$ cat src/jds_pkg.sv
// Shared types and constants for the joystick dead-zone scaler.
`default_nettype none

package jds_pkg;

  // Field widths
  localparam int unsigned SampleW          = 12;
  localparam int unsigned SampleBitsDefault = 12;
  localparam int unsigned CenterW          = 12;
  localparam int unsigned BandW            = 11;
  localparam int unsigned ScaleW           = 11;
  localparam int unsigned PosW             = 8;
  localparam int unsigned CfgDataW         = 12;

  // Mapping arithmetic
  localparam int unsigned OffsetW  = 12;               // v + full_scale, 0..4094
  localparam int unsigned DenW     = ScaleW + 1;       // 2 * full_scale
  localparam int unsigned NumW     = 20;               // offset * 200
  localparam int unsigned QuotBits = 8;                // quotient 0..200
  localparam int          DiffLimit = 2000;
  localparam int unsigned OutSpan   = 200;
  localparam int unsigned OutOffset = 100;

  // Queue between front and back
  localparam int unsigned QueueDepth = 4;

  typedef enum logic [1:0] {
    CfgXCenter   = 2'd0,
    CfgYCenter   = 2'd1,
    CfgDeadBand  = 2'd2,
    CfgFullScale = 2'd3
  } cfg_idx_e;

  typedef struct packed {
    logic [CenterW-1:0] x_center;
    logic [CenterW-1:0] y_center;
    logic [BandW-1:0]   dead_band;
    logic [ScaleW-1:0]  full_scale;
  } cfg_t;

  // One job handed from front to back: per-axis offsets and shared divisor.
  typedef struct packed {
    logic [OffsetW-1:0] y_off;
    logic [OffsetW-1:0] x_off;
    logic [DenW-1:0]    den;
  } job_t;

endpackage

`default_nettype wire

$ cat src/jds_front.sv
// Front end: accepts sample pairs, centers, clamps and applies the dead zone.
`default_nettype none

module jds_front #(
  parameter int unsigned SAMPLE_BITS = jds_pkg::SampleBitsDefault
) (
  input  wire logic                         clk_i,
  input  wire logic                         rst_ni,
  input  wire jds_pkg::cfg_t                cfg_i,
  input  wire logic                         in_valid_i,
  output logic                              in_ready_o,
  input  wire logic [jds_pkg::SampleW-1:0]  x_sample_i,
  input  wire logic [jds_pkg::SampleW-1:0]  y_sample_i,
  output logic                              out_valid_o,
  input  wire logic                         out_ready_i,
  output jds_pkg::job_t                     out_job_o
);
  import jds_pkg::*;

  localparam logic [SampleW-1:0] SampleMask = (SAMPLE_BITS >= SampleW) ?
      {SampleW{1'b1}} : SampleW'((32'd1 << SAMPLE_BITS) - 32'd1);
  localparam int unsigned WorkW = 14;

  // Returns v + fs where v is the clamped, inverted, dead-zoned deflection.
  function automatic logic [OffsetW-1:0] axis_offset(
    input logic [SampleW-1:0] sample,
    input logic [CenterW-1:0] center,
    input logic [BandW-1:0]   band,
    input logic [ScaleW-1:0]  fs
  );
    logic signed [WorkW-1:0] diff;
    logic signed [WorkW-1:0] v;
    logic signed [WorkW-1:0] db;
    logic signed [WorkW-1:0] fss;
    begin
      db   = $signed(WorkW'(band));
      fss  = $signed(WorkW'(fs));
      diff = $signed(WorkW'(sample)) - $signed(WorkW'(center));
      if (diff > WorkW'(DiffLimit)) begin
        diff = WorkW'(DiffLimit);
      end else if (diff < -$signed(WorkW'(DiffLimit))) begin
        diff = -$signed(WorkW'(DiffLimit));
      end
      v = -diff;
      if (v > db) begin
        v = v - db;
      end else if (v < -db) begin
        v = v + db;
      end else begin
        v = '0;
      end
      if (v > fss) begin
        v = fss;
      end else if (v < -fss) begin
        v = -fss;
      end
      axis_offset = OffsetW'(v + fss);
    end
  endfunction

  logic [ScaleW-1:0] fs_eff;
  job_t              job_d, job_q;
  logic              valid_q;
  logic              take;

  assign fs_eff = (cfg_i.full_scale == '0) ? ScaleW'(1) : cfg_i.full_scale;

  assign in_ready_o = !valid_q || out_ready_i;
  assign take       = in_valid_i && in_ready_o;

  always_comb begin
    job_d.x_off = axis_offset(x_sample_i & SampleMask, cfg_i.x_center,
                              cfg_i.dead_band, fs_eff);
    job_d.y_off = axis_offset(y_sample_i & SampleMask, cfg_i.y_center,
                              cfg_i.dead_band, fs_eff);
    job_d.den   = {fs_eff, 1'b0};
  end

  always_ff @(posedge clk_i or negedge rst_ni) begin
    if (!rst_ni) begin
      valid_q <= 1'b0;
    end else if (in_ready_o) begin
      valid_q <= in_valid_i;
    end
  end

  always_ff @(posedge clk_i) begin
    if (take) begin
      job_q <= job_d;
    end
  end

  assign out_valid_o = valid_q;
  assign out_job_o   = job_q;

endmodule

`default_nettype wire

$ cat src/jds_queue.sv
// Small job queue decoupling the front end from the divider back end.
`default_nettype none

module jds_queue (
  input  wire logic          clk_i,
  input  wire logic          rst_ni,
  input  wire logic          wr_valid_i,
  output logic               wr_ready_o,
  input  wire jds_pkg::job_t wr_job_i,
  output logic               rd_valid_o,
  input  wire logic          rd_ready_i,
  output jds_pkg::job_t      rd_job_o
);
  import jds_pkg::*;

  localparam int unsigned PtrW = $clog2(QueueDepth);
  localparam int unsigned CntW = $clog2(QueueDepth + 1);

  job_t            mem_q [QueueDepth];
  logic [PtrW-1:0] wr_ptr_q, rd_ptr_q;
  logic [CntW-1:0] count_q;
  logic            push, pop;

  assign wr_ready_o = (count_q != CntW'(QueueDepth));
  assign rd_valid_o = (count_q != '0);
  assign push       = wr_valid_i && wr_ready_o;
  assign pop        = rd_valid_o && rd_ready_i;
  assign rd_job_o   = mem_q[rd_ptr_q];

  always_ff @(posedge clk_i or negedge rst_ni) begin
    if (!rst_ni) begin
      wr_ptr_q <= '0;
      rd_ptr_q <= '0;
      count_q  <= '0;
    end else begin
      if (push) begin
        wr_ptr_q <= wr_ptr_q + PtrW'(1);
      end
      if (pop) begin
        rd_ptr_q <= rd_ptr_q + PtrW'(1);
      end
      if (push && !pop) begin
        count_q <= count_q + CntW'(1);
      end else if (pop && !push) begin
        count_q <= count_q - CntW'(1);
      end
    end
  end

  always_ff @(posedge clk_i) begin
    if (push) begin
      mem_q[wr_ptr_q] <= wr_job_i;
    end
  end

endmodule

`default_nettype wire

$ cat src/jds_back.sv
// Back end: scales by 200 and divides by 2*full_scale, one quotient bit per stage.
`default_nettype none

module jds_back (
  input  wire logic                      clk_i,
  input  wire logic                      rst_ni,
  input  wire logic                      in_valid_i,
  output logic                           in_ready_o,
  input  wire jds_pkg::job_t             in_job_i,
  output logic                           out_valid_o,
  input  wire logic                      out_ready_i,
  output logic signed [jds_pkg::PosW-1:0] x_pos_o,
  output logic signed [jds_pkg::PosW-1:0] y_pos_o
);
  import jds_pkg::*;

  // Stage 0 holds the scaled dividend; stages 1..QuotBits each resolve one bit.
  localparam int unsigned NStages = QuotBits + 1;
  localparam int unsigned Last    = NStages - 1;

  logic [NStages-1:0]  valid_q;
  logic [NumW-1:0]     xrem_q [NStages];
  logic [NumW-1:0]     yrem_q [NStages];
  logic [DenW-1:0]     den_q  [NStages];
  logic [QuotBits-1:0] xquo_q [NStages];
  logic [QuotBits-1:0] yquo_q [NStages];

  logic [NumW-1:0]     xrem_d [NStages];
  logic [NumW-1:0]     yrem_d [NStages];
  logic [QuotBits-1:0] xquo_d [NStages];
  logic [QuotBits-1:0] yquo_d [NStages];
  logic [NumW-1:0]     trial  [NStages];
  logic                adv;

  assign adv        = !valid_q[Last] || out_ready_i;
  assign in_ready_o = adv;

  always_comb begin
    xrem_d[0] = NumW'(in_job_i.x_off) * NumW'(OutSpan);
    yrem_d[0] = NumW'(in_job_i.y_off) * NumW'(OutSpan);
    xquo_d[0] = '0;
    yquo_d[0] = '0;
    trial[0]  = '0;
    for (int k = 1; k < NStages; k++) begin
      trial[k]  = NumW'(den_q[k-1]) << (QuotBits - k);
      xrem_d[k] = xrem_q[k-1];
      yrem_d[k] = yrem_q[k-1];
      xquo_d[k] = xquo_q[k-1];
      yquo_d[k] = yquo_q[k-1];
      if (xrem_q[k-1] >= trial[k]) begin
        xrem_d[k] = xrem_q[k-1] - trial[k];
        xquo_d[k][QuotBits-k] = 1'b1;
      end
      if (yrem_q[k-1] >= trial[k]) begin
        yrem_d[k] = yrem_q[k-1] - trial[k];
        yquo_d[k][QuotBits-k] = 1'b1;
      end
    end
  end

  always_ff @(posedge clk_i or negedge rst_ni) begin
    if (!rst_ni) begin
      valid_q <= '0;
    end else if (adv) begin
      valid_q <= {valid_q[Last-1:0], in_valid_i};
    end
  end

  always_ff @(posedge clk_i) begin
    if (adv) begin
      den_q[0] <= in_job_i.den;
      for (int k = 0; k < NStages; k++) begin
        xrem_q[k] <= xrem_d[k];
        yrem_q[k] <= yrem_d[k];
        xquo_q[k] <= xquo_d[k];
        yquo_q[k] <= yquo_d[k];
      end
      for (int k = 1; k < NStages; k++) begin
        den_q[k] <= den_q[k-1];
      end
    end
  end

  assign out_valid_o = valid_q[Last];
  assign x_pos_o     = $signed(xquo_q[Last] - PosW'(OutOffset));
  assign y_pos_o     = $signed(yquo_q[Last] - PosW'(OutOffset));

endmodule

`default_nettype wire

$ cat src/joystick_deadzone_scaler_core.sv
// Top level of the joystick dead-zone scaler: config registers and stream glue.
//
// Usage:
//   s_axis carries one X/Y raw sample pair per transaction; m_axis returns the
//   scaled pair (-100..100 per axis, sign inverted from raw) per transaction,
//   in order, one result per input.
//   The cfg port writes x_center, y_center, dead_band and full_scale by index;
//   write only while no transaction is in flight.
// Throughput: one transaction per cycle sustained while m_axis_tready is high.
// Path: the front register loads at the accepting edge, then the job passes
//   through the queue and 9 divider stages (scale by 200, then one quotient
//   bit per stage over 8 stages) before m_axis_tvalid rises.
// Stall: when m_axis_tready drops while a result waits, the divider pipeline
//   freezes; the front keeps accepting until the 4-entry queue and its own
//   register fill, then s_axis_tready falls.
// Reset: rst_ni (async, active low) empties the pipeline and queue and loads
//   x_center = y_center = 2047, dead_band = 200, full_scale = 1700.
// A full_scale of zero acts as one.
`default_nettype none

module joystick_deadzone_scaler_core #(
  parameter int unsigned SAMPLE_BITS = jds_pkg::SampleBitsDefault
) (
  input  wire logic                          clk_i,
  input  wire logic                          rst_ni,
  // Input samples
  input  wire logic                          s_axis_tvalid,
  output logic                               s_axis_tready,
  input  wire logic [2*jds_pkg::SampleW-1:0] s_axis_tdata,  // x_sample, y_sample
  // Scaled positions
  output logic                               m_axis_tvalid,
  input  wire logic                          m_axis_tready,
  output logic [2*jds_pkg::PosW-1:0]         m_axis_tdata,  // x_pos, y_pos
  // Configuration writes
  input  wire logic                          cfg_we_i,
  input  wire jds_pkg::cfg_idx_e             cfg_idx_i,
  input  wire logic [jds_pkg::CfgDataW-1:0]  cfg_data_i
);
  import jds_pkg::*;

  cfg_t cfg_q, cfg_d;

  // Register writes; narrower registers keep the low bits.
  always_comb begin
    cfg_d = cfg_q;
    if (cfg_we_i) begin
      case (cfg_idx_i)
        CfgXCenter:   cfg_d.x_center   = cfg_data_i[CenterW-1:0];
        CfgYCenter:   cfg_d.y_center   = cfg_data_i[CenterW-1:0];
        CfgDeadBand:  cfg_d.dead_band  = cfg_data_i[BandW-1:0];
        CfgFullScale: cfg_d.full_scale = cfg_data_i[ScaleW-1:0];
        default:      cfg_d = cfg_q;
      endcase
    end
  end

  always_ff @(posedge clk_i or negedge rst_ni) begin
    if (!rst_ni) begin
      cfg_q.x_center   <= CenterW'(2047);
      cfg_q.y_center   <= CenterW'(2047);
      cfg_q.dead_band  <= BandW'(200);
      cfg_q.full_scale <= ScaleW'(1700);
    end else begin
      cfg_q <= cfg_d;
    end
  end

  // Front -> queue -> back
  logic fr_valid, fr_ready;
  job_t fr_job;
  logic qu_valid, qu_ready;
  job_t qu_job;
  logic signed [PosW-1:0] x_pos, y_pos;

  jds_front #(
    .SAMPLE_BITS(SAMPLE_BITS)
  ) u_front (
    .clk_i       (clk_i),
    .rst_ni      (rst_ni),
    .cfg_i       (cfg_q),
    .in_valid_i  (s_axis_tvalid),
    .in_ready_o  (s_axis_tready),
    .x_sample_i  (s_axis_tdata[SampleW-1:0]),
    .y_sample_i  (s_axis_tdata[2*SampleW-1:SampleW]),
    .out_valid_o (fr_valid),
    .out_ready_i (fr_ready),
    .out_job_o   (fr_job)
  );

  jds_queue u_queue (
    .clk_i      (clk_i),
    .rst_ni     (rst_ni),
    .wr_valid_i (fr_valid),
    .wr_ready_o (fr_ready),
    .wr_job_i   (fr_job),
    .rd_valid_o (qu_valid),
    .rd_ready_i (qu_ready),
    .rd_job_o   (qu_job)
  );

  jds_back u_back (
    .clk_i       (clk_i),
    .rst_ni      (rst_ni),
    .in_valid_i  (qu_valid),
    .in_ready_o  (qu_ready),
    .in_job_i    (qu_job),
    .out_valid_o (m_axis_tvalid),
    .out_ready_i (m_axis_tready),
    .x_pos_o     (x_pos),
    .y_pos_o     (y_pos)
  );

  assign m_axis_tdata = {y_pos, x_pos};

endmodule

`default_nettype wire

$ cat config.mk
export PLATFORM = sky130hd
export DESIGN_NAME = joystick_deadzone_scaler_core
export DESIGN_NICKNAME = d
export VERILOG_FILES = /design/src/jds_pkg.sv /design/src/jds_front.sv /design/src/jds_queue.sv /design/src/jds_back.sv /design/src/joystick_deadzone_scaler_core.sv
export SDC_FILE = /design/constraint.sdc
export NUM_CORES = 2
export LEC_CHECK = 0
export ABC_AREA = 1
export BUFFER_PORTS_ARGS = -buffer_cell sky130_fd_sc_hd__buf_4
export CORE_MARGIN = 1
export CORE_UTILIZATION = 30
export CTS_CLUSTER_SIZE = 28
export DETAILED_ROUTE_END_ITERATION = 16
export GPL_ROUTABILITY_DRIVEN = 0
export MAX_ROUTING_LAYER = met4
export PLACE_DENSITY = 0.51
export SYNTH_ARGS = -nofsm -noshare
export SYNTH_HDL_FRONTEND = slang
export SYNTH_SLANG_ARGS = --single-unit
$ cat constraint.sdc
create_clock -name clk_i -period 12.6 [get_ports clk_i]
set_input_delay 2.52 -clock clk_i [delete_from_list [all_inputs] [get_ports clk_i]]
set_output_delay 2.52 -clock clk_i [all_outputs]
set_load 0.02 [all_outputs]
==> metrics.log <==
[metrics] Setup crit end kind: register
[metrics] post-detailed-routing wire length: 96.7 mm
[metrics] area growth from synthesis to layout: 12.0%
[metrics] detailed router's first-iteration violation count: 1602
[metrics] slew at the pin closest to its max-slew limit: 1.06 ns
[metrics] Top delay family on crit path: simple AND/OR/NAND/NOR gates
[metrics] clock latency reported for the late side of the worst-skew pair: 0.63 ns
[metrics] Setup Buffers After CTS: 0
[metrics] grt total ovfl: 0
[metrics] critical path data required time: 12.97 ns
[metrics] post-detailed-route wirelength per cell: 15.6 um
[metrics] number of pins with negative max-slew slack in the final report: 0
[metrics] maximum fanout count along the critical path: 10
[metrics] maximum number of pins on one net before global-route repair: 83
[metrics] WP data arrival: 11.97 ns
[metrics] Synth area leaders: edfxtp_1 (44%), ha_1 (13%), nand2_1 (6.1%)
[metrics] top achievable clock speed: 86.2 MHz
[metrics] antenna violations before repair: 0
[metrics] TritonCTS clock tree: yes
[metrics] total negative slack for setup checks: 0 ns
[metrics] cell seen most often among critical-path stages: nand2_1
[metrics] remaining number of nets flagged by the antenna check after routing: 0
[metrics] Max stage delay on crit path: 0.39 ns
[metrics] Cell variety after synth: 69
[metrics] # setup viols final: 0
[metrics] Num Clock Sinks: 672
[metrics] DRC violations left: 0
[metrics] kind of path behind the tightest hold check: reg -> reg
[metrics] count of final hold-check violations: 0
[metrics] share of the yosys chip area belonging to registers: 47.8%
[metrics] CTS HTree Levels: 3
[metrics] Critical path buffers and inverters: 10
[metrics] count of instances resized after the clock tree is built: 0
[metrics] reg2reg end: u_front.out_job_o[23]
[metrics] fraction of final layout cells with drive strength greater than 1: 7.23%
[metrics] total number of yosys warnings: 0
[metrics] Stages on worst setup path: 67
[metrics] Die W: 375 um
[metrics] number of synthesized flops with an enable pin: 609
[metrics] # placed instances: 6071
[metrics] endpoint of the worst hold path: u_back.xquo_q[1][15]
[metrics] Synth Instances: 4281
[metrics] Die Span Y: 375 um
[metrics] first-pass iteration count of the detailed router: 8
[metrics] min-delay src: u_back.xquo_q[1][7]
[metrics] overall global routing resource usage: 14.1%
[metrics] most common flop cell mapped by yosys: edfxtp_1
[metrics] setup repair after global routing missed its margin: false
[metrics] top post-synthesis cells by count: nand2_1 (679), edfxtp_1 (609), inv_1 (546)
[metrics] sort of element at the start of the critical path: input pin
[metrics] Vias/cell: 4.68
[metrics] run status: finished clean
[metrics] via count of the first global-routing pass: 28.9k
[metrics] half-perimeter wire length after placement: 74.1 mm
[metrics] final net count: 4868
[metrics] area of the mapped netlist: 41700 sq um
[metrics] port buffer count: 60
[metrics] effective utilization at floorplan: 30.3%
[metrics] CTS Root Cell: clkbuf_16
[metrics] cell type contributing the most total cell area after synthesis: edfxtp_1
[metrics] placeable core region: 138000 sq um
[metrics] fraction of post-synthesis cell area in the top cell type by area: 43.9%
[metrics] critical register-to-register path startpoint: cfg_q[34]
[metrics] path depth of the worst reg2reg path: 65
[metrics] largest buffer count on any clock path: 3
[metrics] final setup skew: 0.0261 ns
[metrics] number of buffers inserted by hold repair at cts: 0
[metrics] Crit Path Class: in -> reg
[metrics] register bit total from synthesis: 672
[metrics] global-route wire length before repair: 153 mm
[metrics] hold depth: 0
[metrics] clock buffers created by TritonCTS: 77
[metrics] final critical-path share of the clock period: 92.0%
[metrics] n_diodes: 0
[metrics] slowest library cell on the worst path: fa_1
[metrics] Max transition margin: 27.6%
[metrics] maximum capacitance violations: 0
[metrics] async set-or-reset flop fraction in the synthesized netlist: 9.38%
[metrics] Die Footprint: 140000 sq um
[metrics] Clock Pin Slew Worst Setup and Hold Paths: 0.06 ns
[metrics] final worst path period need: 11.60 ns
[metrics] most instantiated library cell after synthesis: nand2_1
[metrics] count of non-filler cells in the finished layout: 6209
[metrics] register-to-register setup slack: 2.52 ns
[metrics] Ports: 61
[metrics] standard-cell rows: 136
[metrics] syn avg cell area: 9.73 sq um
[metrics] vias post-DR: 29.1k
==> metal layers <==
layer / global-route usage, % / routed length [um] / vias to the layer above
li1: - / - / 14964
met1: 15.0 / 39300 / 13449
met2: 25.6 / 50100 / 438
met3: 1.95 / 2700 / 219
met4: 6.39 / 4570 / 0
met5: - / 0 / -
==> worst register-to-register path: cells and delay by family, from the launching register on <==
family,cells,cell delay (ns)
AND/OR/NAND/NOR,33,3.37
AO/OA/AOI/OAI,16,2.82
adder cells (fa/ha/maj),7,2.03
buffers and inverters,8,0.90
flip-flops,1,0.53
XOR/XNOR,1,0.17
==> how the worst max path moves through the flow <==
stage	endpoint	from	slack [ns]
2_1_floorplan	u_front.out_job_o[23]	s_axis_tdata[0]	1.26
3_3_place_gp	u_front.out_job_o[23]	s_axis_tdata[0]	0.72
3_5_place_dp	u_front.out_job_o[23]	s_axis_tdata[0]	0.47
4_1_cts	u_front.out_job_o[23]	s_axis_tdata[0]	1.12
5_1_grt	u_front.out_job_o[23]	s_axis_tdata[0]	0.03
6_report	u_front.out_job_o[23]	s_axis_tdata[0]	1.00
==> final cells by class <==
type,count,area [sq um]
fillers,13908,91000
flip-flops and latches,672,19900
multi-input cells,2954,19300
well taps,1794,2240
inverters,565,2120
clock buffers,97,2110
repair buffers,86,646
clock inverters,41,359
==> sequential cells by signal, indices dropped and copies added, names as in the netlist <==
signal               cells
u_back.yrem_q          137
u_back.yquo_q           36
u_back.xrem_q          137
u_back.xquo_q           36
u_back.den_q            88
u_queue.mem_q          140
u_front.out_valid_o      1
u_queue.count_q          3
u_queue.wr_ptr_q         2
u_queue.rd_ptr_q         2
u_back.valid_q           9
u_front.out_job_o       35
cfg_q                   46
==> stage by stage <==
| step | hold WS (ns) | instance area (sq um) | util, % | worst slack (ns) |
|---|---|---|---|---|
| after floorplan | 0.400 | 41700 | - | 1.26 |
| after CTS | 0.397 | 46700 | 33.9 | 1.12 |
| after global routing | 0.412 | 46700 | 33.9 | 0.0296 |
| after detailed placement | 0.405 | 44200 | 32.1 | 0.473 |
| after global placement | 0.401 | 44200 | 32.1 | 0.717 |
| final | 0.398 | 46700 | 33.9 | 1.00 |
==> layout by cell type (no fill, tap or decap), types with 30 or more instances in the layout <==
cell type	count
fa_1	37
nor2_1	313
nand3_1	188
inv_1	545
dfstp_2	30
edfxtp_1	609
xnor2_1	93
xor2_1	173
nor3_1	54
dfrtp_1	32
nand2_1	678
buf_4	86
clkbuf_16	81
o21ai_0	270
ha_1	432
nand4_1	41
a21oi_1	344
==> cell families after synthesis <==
family | after synthesis | synth area share [%]
and+or+nand+nor | 1401 | 14.7
AOI/OAI and AO/OA | 811 | 11.0
DFF | 672 | 47.8
buffers and inverters | 658 | 6.10
adders and majority gates | 469 | 14.8
xor gates and xnor gates | 266 | 5.59
muxes | 3 | 0.0811
other | 1 | 0.00900
Power is not shown: default switching activity piles up to over one toggle a cycle in this logic, so the estimate is an artifact.
